--- src/rtl/assert_macros.svh ---
// ----------------------------------------------------------------------------
// Assertion macros
// Clocked property checks with reset disable; compiled out with ASSERT_OFF.
// ----------------------------------------------------------------------------
`ifndef ASSERT_MACROS_SVH
`define ASSERT_MACROS_SVH

`ifndef ASSERT_OFF
`define ASSERT_PROP(lbl, clk, rst_n, prop, msg) \
  lbl: assert property (@(posedge clk) disable iff (!rst_n) prop) else $error(msg);
`define ASSERT_NEVER(lbl, clk, rst_n, cond, msg) \
  lbl: assert property (@(posedge clk) disable iff (!rst_n) !(cond)) else $error(msg);
`else
`define ASSERT_PROP(lbl, clk, rst_n, prop, msg)
`define ASSERT_NEVER(lbl, clk, rst_n, cond, msg)
`endif

`endif

--- src/rtl/mh64_pkg.sv ---
// ----------------------------------------------------------------------------
// mh64_pkg
// Shared constants and types of the 64-bit stream hash block.
// ----------------------------------------------------------------------------
`default_nettype none

package mh64_pkg;

  localparam logic [63:0] HASH_MUL    = 64'hc6a4a7935bd1e995;
  localparam int unsigned HASH_SHIFT  = 47;
  localparam int unsigned QUEUE_DEPTH = 4;

  // What the back end does with an item's word
  typedef enum logic [1:0] {
    KIND_NONE = 2'd0,
    KIND_TAIL = 2'd1,
    KIND_FULL = 2'd2
  } word_kind_t;

  // Classified item, as queued between front and back
  typedef struct packed {
    word_kind_t  kind;
    logic        start;
    logic        last;
    logic [63:0] word;
    logic [30:0] len;
  } item_t;

  function automatic logic [63:0] xor_shift(input logic [63:0] v);
    return v ^ (v >> HASH_SHIFT);
  endfunction

endpackage

`default_nettype wire

--- src/rtl/mh64_front.sv ---
// ----------------------------------------------------------------------------
// mh64_front
// Accepts input items, tracks message framing, masks tails and classifies.
// ----------------------------------------------------------------------------
`default_nettype none

module mh64_front
  import mh64_pkg::*;
(
  input  wire logic        clk,
  input  wire logic        rst_n,
  input  wire logic        in_push,
  output logic             in_full,
  input  wire logic [63:0] in_data_word,
  input  wire logic [3:0]  in_valid_bytes,
  input  wire logic        in_first_word,
  input  wire logic        in_last_word,
  input  wire logic [30:0] in_message_length,
  input  wire logic        q_full_i,
  output logic             q_push_o,
  output item_t            q_item_o
);

  logic        in_message_r, in_message_nxt;
  logic        accept;
  logic        keep;
  logic [63:0] mask;

  assign in_full = q_full_i;
  assign accept  = in_push && !q_full_i;
  // drop items that arrive outside a message
  assign keep     = in_first_word || in_message_r;
  assign q_push_o = accept && keep;

  always_comb begin
    for (int b = 0; b < 8; b++) begin
      mask[8*b +: 8] = (in_valid_bytes > 4'(b)) ? 8'hff : 8'h00;
    end
  end

  always_comb begin
    q_item_o.start = in_first_word;
    q_item_o.last  = in_last_word;
    q_item_o.len   = in_message_length;
    q_item_o.word  = in_data_word & mask;
    if (in_valid_bytes == 4'd0) begin
      q_item_o.kind = KIND_NONE;
    end else if (in_valid_bytes >= 4'd8) begin
      q_item_o.kind = KIND_FULL;
    end else begin
      q_item_o.kind = KIND_TAIL;
    end
  end

  always_comb begin
    in_message_nxt = in_message_r;
    if (q_push_o) begin
      in_message_nxt = !in_last_word;
    end
  end

  always_ff @(posedge clk) begin
    if (!rst_n) begin
      in_message_r <= 1'b0;
    end else begin
      in_message_r <= in_message_nxt;
    end
  end

endmodule

`default_nettype wire

--- src/rtl/mh64_queue.sv ---
// ----------------------------------------------------------------------------
// mh64_queue
// Short first-in first-out queue of classified items between front and back.
// ----------------------------------------------------------------------------
`default_nettype none

`include "assert_macros.svh"

module mh64_queue
  import mh64_pkg::*;
#(
  parameter int unsigned DEPTH = QUEUE_DEPTH
) (
  input  wire logic  clk,
  input  wire logic  rst_n,
  input  wire logic  push_i,
  input  item_t      item_i,
  output logic       full_o,
  input  wire logic  pop_i,
  output logic       empty_o,
  output item_t      head_o
);

  localparam int unsigned PTR_W = (DEPTH > 1) ? $clog2(DEPTH) : 1;
  localparam int unsigned CNT_W = $clog2(DEPTH + 1);

  item_t             mem [DEPTH];
  logic [PTR_W-1:0]  wr_ptr_r, wr_ptr_nxt;
  logic [PTR_W-1:0]  rd_ptr_r, rd_ptr_nxt;
  logic [CNT_W-1:0]  count_r, count_nxt;
  logic              do_push, do_pop;

  assign full_o  = (count_r == CNT_W'(DEPTH));
  assign empty_o = (count_r == '0);
  assign head_o  = mem[rd_ptr_r];
  assign do_push = push_i && !full_o;
  assign do_pop  = pop_i && !empty_o;

  always_comb begin
    wr_ptr_nxt = wr_ptr_r;
    rd_ptr_nxt = rd_ptr_r;
    count_nxt  = count_r;
    if (do_push) begin
      wr_ptr_nxt = (wr_ptr_r == PTR_W'(DEPTH - 1)) ? '0 : wr_ptr_r + 1'b1;
    end
    if (do_pop) begin
      rd_ptr_nxt = (rd_ptr_r == PTR_W'(DEPTH - 1)) ? '0 : rd_ptr_r + 1'b1;
    end
    if (do_push && !do_pop) begin
      count_nxt = count_r + 1'b1;
    end else if (do_pop && !do_push) begin
      count_nxt = count_r - 1'b1;
    end
  end

  always_ff @(posedge clk) begin
    if (!rst_n) begin
      wr_ptr_r <= '0;
      rd_ptr_r <= '0;
      count_r  <= '0;
    end else begin
      wr_ptr_r <= wr_ptr_nxt;
      rd_ptr_r <= rd_ptr_nxt;
      count_r  <= count_nxt;
    end
  end

  always_ff @(posedge clk) begin
    if (do_push) begin
      mem[wr_ptr_r] <= item_i;
    end
  end

  `ASSERT_NEVER(a_pop_empty, clk, rst_n, pop_i && empty_o, "queue popped while empty")
  `ASSERT_NEVER(a_count_range, clk, rst_n, count_r > CNT_W'(DEPTH), "queue count past depth")
  `ASSERT_PROP(a_count_up, clk, rst_n, (do_push && !do_pop) |=> (count_r == $past(count_r) + 1'b1), "queue count did not advance")

endmodule

`default_nettype wire

--- src/rtl/mh64_mul.sv ---
// ----------------------------------------------------------------------------
// mh64_mul
// Two-stage multiply by the hash constant, low 64 bits of the product.
// ----------------------------------------------------------------------------
`default_nettype none

module mh64_mul
  import mh64_pkg::*;
(
  input  wire logic        clk,
  input  wire logic        rst_n,
  input  wire logic        go_i,
  input  wire logic [63:0] a_i,
  output logic             done_o,
  output logic [63:0]      res_o
);

  localparam logic [31:0] MUL_LO = HASH_MUL[31:0];
  localparam logic [31:0] MUL_HI = HASH_MUL[63:32];

  logic        v1_r, v2_r;
  logic [63:0] pp_ll_r;
  logic [31:0] pp_hl_r, pp_lh_r;
  logic [63:0] res_r;
  logic [31:0] cross_sum;

  // stage one: partial products, only the low half of the cross terms matters
  always_ff @(posedge clk) begin
    pp_ll_r <= 64'(a_i[31:0]) * 64'(MUL_LO);
    pp_hl_r <= a_i[63:32] * MUL_LO;
    pp_lh_r <= a_i[31:0] * MUL_HI;
  end

  assign cross_sum = pp_hl_r + pp_lh_r;

  always_ff @(posedge clk) begin
    res_r <= pp_ll_r + {cross_sum, 32'd0};
  end

  always_ff @(posedge clk) begin
    if (!rst_n) begin
      v1_r <= 1'b0;
      v2_r <= 1'b0;
    end else begin
      v1_r <= go_i;
      v2_r <= v1_r;
    end
  end

  assign done_o = v2_r;
  assign res_o  = res_r;

endmodule

`default_nettype wire

--- src/rtl/mh64_back.sv ---
// ----------------------------------------------------------------------------
// mh64_back
// Sequences the hash steps of each queued item over the shared multiplier.
// ----------------------------------------------------------------------------
`default_nettype none

`include "assert_macros.svh"

module mh64_back
  import mh64_pkg::*;
(
  input  wire logic        clk,
  input  wire logic        rst_n,
  input  wire logic        cfg_we,
  input  wire logic [63:0] cfg_data,
  input  wire logic        q_empty_i,
  input  item_t            q_head_i,
  output logic             q_pop_o,
  output logic             out_empty,
  input  wire logic        out_pop,
  output logic [63:0]      out_hash_value
);

  typedef enum logic [2:0] {
    ST_IDLE,
    ST_LEN_WAIT,
    ST_DISPATCH,
    ST_W1_WAIT,
    ST_W3_WAIT,
    ST_H_WAIT,
    ST_FIN_WAIT,
    ST_OUT
  } state_t;

  state_t      state_r, state_nxt;
  item_t       it_r, it_nxt;
  logic [63:0] seed_r;
  logic [63:0] h_r, h_nxt;
  logic [63:0] fin_r, fin_nxt;
  logic        out_valid_r, out_valid_nxt;
  logic [63:0] out_hash_r, out_hash_nxt;
  logic        mul_go;
  logic [63:0] mul_a;
  logic        mul_done;
  logic [63:0] mul_res;

  mh64_mul u_mul (
    .clk    (clk),
    .rst_n  (rst_n),
    .go_i   (mul_go),
    .a_i    (mul_a),
    .done_o (mul_done),
    .res_o  (mul_res)
  );

  assign out_empty      = !out_valid_r;
  assign out_hash_value = out_hash_r;

  always_comb begin
    state_nxt     = state_r;
    it_nxt        = it_r;
    h_nxt         = h_r;
    fin_nxt       = fin_r;
    out_valid_nxt = out_valid_r && !out_pop;
    out_hash_nxt  = out_hash_r;
    q_pop_o       = 1'b0;
    mul_go        = 1'b0;
    mul_a         = h_r;
    unique case (state_r)
      ST_IDLE: begin
        if (!q_empty_i) begin
          q_pop_o = 1'b1;
          it_nxt  = q_head_i;
          if (q_head_i.start) begin
            mul_go    = 1'b1;
            mul_a     = {33'd0, q_head_i.len};
            state_nxt = ST_LEN_WAIT;
          end else begin
            state_nxt = ST_DISPATCH;
          end
        end
      end
      ST_LEN_WAIT: begin
        if (mul_done) begin
          h_nxt     = seed_r ^ mul_res;
          state_nxt = ST_DISPATCH;
        end
      end
      ST_DISPATCH: begin
        case (it_r.kind)
          KIND_FULL: begin
            mul_go    = 1'b1;
            mul_a     = it_r.word;
            state_nxt = ST_W1_WAIT;
          end
          KIND_TAIL: begin
            mul_go    = 1'b1;
            mul_a     = h_r ^ it_r.word;
            state_nxt = ST_H_WAIT;
          end
          default: begin
            if (it_r.last) begin
              mul_go    = 1'b1;
              mul_a     = xor_shift(h_r);
              state_nxt = ST_FIN_WAIT;
            end else begin
              state_nxt = ST_IDLE;
            end
          end
        endcase
      end
      ST_W1_WAIT: begin
        if (mul_done) begin
          mul_go    = 1'b1;
          mul_a     = xor_shift(mul_res);
          state_nxt = ST_W3_WAIT;
        end
      end
      ST_W3_WAIT: begin
        if (mul_done) begin
          mul_go    = 1'b1;
          mul_a     = h_r ^ mul_res;
          state_nxt = ST_H_WAIT;
        end
      end
      ST_H_WAIT: begin
        if (mul_done) begin
          h_nxt = mul_res;
          if (it_r.last) begin
            mul_go    = 1'b1;
            mul_a     = xor_shift(mul_res);
            state_nxt = ST_FIN_WAIT;
          end else begin
            state_nxt = ST_IDLE;
          end
        end
      end
      ST_FIN_WAIT: begin
        if (mul_done) begin
          fin_nxt   = xor_shift(mul_res);
          state_nxt = ST_OUT;
        end
      end
      ST_OUT: begin
        // hold the finished hash until the output register frees up
        if (!out_valid_r || out_pop) begin
          out_valid_nxt = 1'b1;
          out_hash_nxt  = fin_r;
          state_nxt     = ST_IDLE;
        end
      end
      default: begin
        state_nxt = ST_IDLE;
      end
    endcase
  end

  always_ff @(posedge clk) begin
    if (!rst_n) begin
      state_r     <= ST_IDLE;
      out_valid_r <= 1'b0;
      seed_r      <= 64'd0;
      h_r         <= 64'd0;
    end else begin
      state_r     <= state_nxt;
      out_valid_r <= out_valid_nxt;
      h_r         <= h_nxt;
      if (cfg_we) begin
        seed_r <= cfg_data;
      end
    end
  end

  always_ff @(posedge clk) begin
    it_r       <= it_nxt;
    fin_r      <= fin_nxt;
    out_hash_r <= out_hash_nxt;
  end

  `ASSERT_PROP(a_done_in_wait, clk, rst_n, mul_done |-> (state_r == ST_LEN_WAIT || state_r == ST_W1_WAIT || state_r == ST_W3_WAIT || state_r == ST_H_WAIT || state_r == ST_FIN_WAIT), "multiplier result outside a wait state")
  `ASSERT_PROP(a_no_back_to_back_go, clk, rst_n, mul_go |=> !mul_go, "multiplier issued while busy")
  `ASSERT_PROP(a_result_held, clk, rst_n, (out_valid_r && !out_pop) |=> (out_valid_r && $stable(out_hash_r)), "pending hash lost")

endmodule

`default_nettype wire

--- src/rtl/murmur_hash_64bit_stream_unit.sv ---
// ----------------------------------------------------------------------------
// murmur_hash_64bit_stream_unit
// Streaming 64-bit multiply/xor-shift message hash with a seed register.
//
// Channel   Direction  Handshake         Payload
// in_       input      in_push/in_full   data_word, valid_bytes, first/last, length
// out_      output     out_pop/out_empty hash_value
// cfg_      input      cfg_we            cfg_data (seed)
//
// Each queued item is worked in the back end on the shared two-stage
// multiply-by-constant unit, used up to five times per item
// (length mix, two word multiplies, hash multiply, final mix).
// Items outside a message are dropped at the front.
// The front keeps accepting until the item queue is full; a waiting result
// stalls the back end only at its final hand-off. Reset is synchronous.
// ----------------------------------------------------------------------------
`default_nettype none

module murmur_hash_64bit_stream_unit
  import mh64_pkg::*;
#(
  parameter int unsigned QDEPTH = QUEUE_DEPTH
) (
  input  wire logic        clk,
  input  wire logic        rst_n,
  input  wire logic        in_push,
  output logic             in_full,
  input  wire logic [63:0] in_data_word,
  input  wire logic [3:0]  in_valid_bytes,
  input  wire logic        in_first_word,
  input  wire logic        in_last_word,
  input  wire logic [30:0] in_message_length,
  output logic             out_empty,
  input  wire logic        out_pop,
  output logic [63:0]      out_hash_value,
  input  wire logic        cfg_we,
  input  wire logic [63:0] cfg_data
);

  logic  q_push, q_full, q_pop, q_empty;
  item_t q_item, q_head;

  mh64_front u_front (
    .clk               (clk),
    .rst_n             (rst_n),
    .in_push           (in_push),
    .in_full           (in_full),
    .in_data_word      (in_data_word),
    .in_valid_bytes    (in_valid_bytes),
    .in_first_word     (in_first_word),
    .in_last_word      (in_last_word),
    .in_message_length (in_message_length),
    .q_full_i          (q_full),
    .q_push_o          (q_push),
    .q_item_o          (q_item)
  );

  mh64_queue #(
    .DEPTH (QDEPTH)
  ) u_queue (
    .clk     (clk),
    .rst_n   (rst_n),
    .push_i  (q_push),
    .item_i  (q_item),
    .full_o  (q_full),
    .pop_i   (q_pop),
    .empty_o (q_empty),
    .head_o  (q_head)
  );

  mh64_back u_back (
    .clk            (clk),
    .rst_n          (rst_n),
    .cfg_we         (cfg_we),
    .cfg_data       (cfg_data),
    .q_empty_i      (q_empty),
    .q_head_i       (q_head),
    .q_pop_o        (q_pop),
    .out_empty      (out_empty),
    .out_pop        (out_pop),
    .out_hash_value (out_hash_value)
  );

endmodule

`default_nettype wire

--- config.mk ---
export PLATFORM = sky130hd
export DESIGN_NAME = murmur_hash_64bit_stream_unit
export DESIGN_NICKNAME = d
export VERILOG_FILES = /design/src/rtl/mh64_pkg.sv /design/src/rtl/mh64_front.sv /design/src/rtl/mh64_queue.sv /design/src/rtl/mh64_mul.sv /design/src/rtl/mh64_back.sv /design/src/rtl/murmur_hash_64bit_stream_unit.sv
export VERILOG_INCLUDE_DIRS = /design/src /design/src/rtl
export SDC_FILE = /design/constraint.sdc
export NUM_CORES = 2
export LEC_CHECK = 0
export CAP_MARGIN = 30
export CORE_MARGIN = 5
export CORE_UTILIZATION = 51
export CTS_CLUSTER_SIZE = 8
export DETAILED_ROUTE_END_ITERATION = 6
export DONT_BUFFER_PORTS = 1
export PLACE_DENSITY_LB_ADDON = 0.15
export SLEW_MARGIN = 20
export SYNTH_ARGS = -nofsm -noshare
export SYNTH_HDL_FRONTEND = slang
export SYNTH_SLANG_ARGS = --single-unit
--- constraint.sdc ---
create_clock -name clk -period 26.1 [get_ports clk]
set_input_delay 1.305 -clock clk [delete_from_list [all_inputs] [get_ports clk]]
set_output_delay 1.305 -clock clk [all_outputs]
set_load 0.02 [all_outputs]
==> results_dict.tcl <==
set metrics [dict create \
    avgSynthCellArea_sq_um 11.09 \
    fin_crit_sh 0.4171 \
    cts-resized-gates 0 \
    multi_input_area_sq_mm 0.04401 \
    ys_warn_count 0 \
    hold_path_depth 0 \
    clk_pin_slew_worst_paths_ns 0.06 \
    ys_types 85 \
    min_path_type "reg -> reg" \
    nFillCells 12460 \
    numPortBuffers 0 \
    clk_latency_ns 0.78 \
    finalSetupTns_ns 0 \
    first_pass_iters 6 \
    routed_wl_microns 231900 \
    seq_area_frac_synth 0.3279 \
    worst_slew_pin_slew_ns 1.013 \
    post-place-cells 8492 \
    maxCapViolCount 0 \
    rsz0062_at_grt "false" \
    hold_start "u_back.u_mul.pp_ll_r[18]$_DFF_P_" \
    die_h_microns 392.2 \
    required_ns 26.72 \
    die_area_sq_mm 0.1538 \
    gp_congestion 0.9729 \
    reg2reg_from "u_back.state_r[1]$_SDFFE_PN0P_" \
    grt_max_degree 143 \
    clock_skew_ns 0.06292 \
    max_clock_freq_mhz 91.85 \
    fp.dieW_microns 392.2 \
    max_slew_margin 0.3246 \
    syn_inst 6718 \
    synth_nets 8536 \
    antenna_found_initial 9 \
    viasPerCell 5.717 \
    hold_violations 0 \
    groute.usage.overall 0.3051 \
    cts_made_buffers 135 \
    drive_gt1_frac 0.05492 \
    status "finished, final reports clean" \
    period_needed_ns 10.89 \
    hold_end "u_back.u_mul.res_o[18]$_DFF_P_" \
    nNetsFinal 8533 \
    drc_errors 0 \
    async_reset_ff_frac 0 \
    postCtsHoldBufs 0 \
    ys_ff_latch 925 \
    r2r_setup_slack_ns 15.21 \
    critPathMaxFanout 16 \
    overflow 0 \
    reg2reg_depth 27 \
    maxSlewViolCount 0 \
    layout_common_cells "1409 x inv_1, 881 x ha_1, 765 x fa_1" \
    io_pins 236 \
    grt_pass1_wl_microns 341800 \
    num_vias 49900 \
    crit_arrival_ns 11.51 \
    drt-initial-drc-count 4200 \
    htree_levels 4 \
    synth_enable_flop_cells 591 \
    clock_path_buffers 3 \
    detailed_place_hpwl_microns 185300 \
    start_util 0.5125 \
    final_common_cell "inv_1" \
    worstReg2RegEnd "u_back.u_mul.pp_ll_r[59]$_DFF_P_" \
    cts_tree "done" \
    core_area_sq_mm 0.1454 \
    antenna_left 0 \
    cts_setup_buffers 0 \
    start_kind "flip-flop" \
    syn_area_sq_mm 0.07451 \
    path_class "reg -> reg" \
    grt_pass1_vias 50720 \
    instances_no_fill 8728 \
    root_buffer "clkbuf_16" \
    end_kind "flip-flop" \
    clock_sinks 925 \
    area_delta_synth_final_pct 8.548 \
    final-setup-viol-count 0 \
    yosys_most_used_dff "edfxtp_1" \
    wire_per_inst_microns 26.57 \
    ff_latch_area_sq_mm 0.02444 \
    rows 140 \
]
==> Yosys cell counts (9+ instances only) <==
cell	n	share of area
o221ai_1	9	0.0011
xor2_1	130	0.015
ha_1	883	0.15
a22oi_1	20	0.0020
xnor2_1	182	0.021
and2_1	35	0.0029
fa_1	765	0.21
o211ai_1	25	0.0025
buf_1	27	0.0014
nand3_1	64	0.0043
o22ai_1	12	0.0010
dfxtp_1	334	0.090
edfxtp_1	591	0.24
a31oi_1	31	0.0026
nor2b_1	174	0.015
o21bai_1	32	0.0032
o32ai_1	40	0.0047
mux4_2	96	0.029
a21boi_0	12	0.0012
nand2b_1	18	0.0015
nand2_1	321	0.016
mux2i_1	99	0.013
o21ai_0	266	0.018
a221o_1	15	0.0020
a32oi_1	10	0.0012
nor2_1	161	0.0081
nor3_1	41	0.0028
clkbuf_1	160	0.0081
or3_1	18	0.0015
o21a_1	27	0.0027
a211o_1	12	0.0014
buf_2	14	0.00094
inv_1	1410	0.071
a21o_1	88	0.0089
nand4_1	14	0.0012
a211oi_1	55	0.0055
o211a_1	66	0.0089
a21oi_1	316	0.021
and3_1	21	0.0018
==> stage by stage <==
stage	utilization	area, sq um	hold slack, ns	setup slack, ns
after floorplan	-	74510	0.3096	16.56
after global placement	0.5272	76650	0.3109	15.45
after detailed placement	0.5274	76680	0.3121	15.31
after CTS	0.5558	80810	0.3052	15.26
after global routing	0.5562	80870	0.3175	14.63
final	0.5563	80880	0.3008	15.21
==> area by class of cell <==
type,instances,area share
tap,1917,0.02966
timing repair buffer,72,0.007426
antenna,1,0.00003094
inverter,1410,0.06544
clock buffer,216,0.04629
clock inverter,16,0.004750
sequential,925,0.3023
multi-input combinational,4171,0.5442
==> critical path: stages (launching register included) <==
cell	delay (ns)
dfxtp_1	0.65
and3b_1	0.82
nor2_2	0.10
nor2_1	0.71
o21ai_0	0.21
a31oi_1	0.20
a221o_1	0.80
ha_1	0.62
inv_1	0.35
fa_1	0.64
inv_1	0.06
fa_1	0.45
fa_1	0.51
fa_1	0.43
fa_1	0.52
fa_1	0.46
ha_1	0.38
ha_1	0.41
a21oi_1	0.38
o21bai_1	0.11
a21o_1	0.20
a221oi_1	0.39
o211ai_1	0.16
o221ai_1	0.41
o31ai_1	0.20
a221oi_1	0.30
o21bai_1	0.11
xor2_1	0.15
==> state kept, by name (all words and copies together), names as in the netlist, named ones only <==
| name | flops |
|---|---|
| u_back.fin_r | 64 |
| u_back.u_mul.pp_lh_r | 32 |
| u_back.u_mul.pp_hl_r | 32 |
| u_queue.wr_ptr_r | 2 |
| u_front.in_message_r | 1 |
| u_queue.count_r | 3 |
| u_back.u_mul.v1_r | 1 |
| u_back.out_valid_r | 1 |
| u_back.u_mul.done_o | 1 |
| u_queue.mem | 396 |
| u_back.h_r | 64 |
| u_back.u_mul.res_o | 64 |
| u_queue.rd_ptr_r | 2 |
| u_back.state_r | 3 |
| u_back.u_mul.pp_ll_r | 62 |
| u_back.seed_r | 64 |
| u_back.it_r | 67 |
| u_back.out_hash_value | 64 |
==> kinds of logic after synthesis <==
group	count (synthesis)	synth area share
fa+ha+maj	1648	0.3538
buf+inv	1622	0.08251
compound gates	1102	0.09609
flops	925	0.3279
simple gates	910	0.05928
xor+xnor	313	0.03698
mux	198	0.04338
==> routing by layer <==
| metal | vias to the layer above | wire [microns] | GRT usage |
|---|---|---|---|
| li1 | 22420 | - | - |
| met1 | 25180 | 101200 | 0.4310 |
| met2 | 1950 | 103200 | 0.4699 |
| met3 | 339 | 19290 | 0.07068 |
| met4 | 4 | 8258 | 0.09673 |
| met5 | - | 15 | 0 |
==> worst max path at each step <==
stage | cells after the start | start | slack (ns) | endpoint
2_1_floorplan | 37 | u_back.it_r[98]$_DFFE_PP_ | 16.56 | u_back.u_mul.pp_ll_r[59]$_DFF_P_
3_3_place_gp | 29 | u_back.state_r[1]$_SDFFE_PN0P_ | 15.45 | u_back.u_mul.pp_ll_r[59]$_DFF_P_
3_5_place_dp | 29 | u_back.state_r[1]$_SDFFE_PN0P_ | 15.31 | u_back.u_mul.pp_ll_r[59]$_DFF_P_
4_1_cts | 29 | u_back.state_r[1]$_SDFFE_PN0P_ | 15.26 | u_back.u_mul.pp_ll_r[59]$_DFF_P_
5_1_grt | 29 | u_back.state_r[1]$_SDFFE_PN0P_ | 14.63 | u_back.u_mul.pp_ll_r[59]$_DFF_P_
6_report | 27 | u_back.state_r[1]$_SDFFE_PN0P_ | 15.21 | u_back.u_mul.pp_ll_r[59]$_DFF_P_
Power is left out: the tool's default activity adds up to more than one toggle a clock period on the data nets, which glitch-free logic cannot reach.
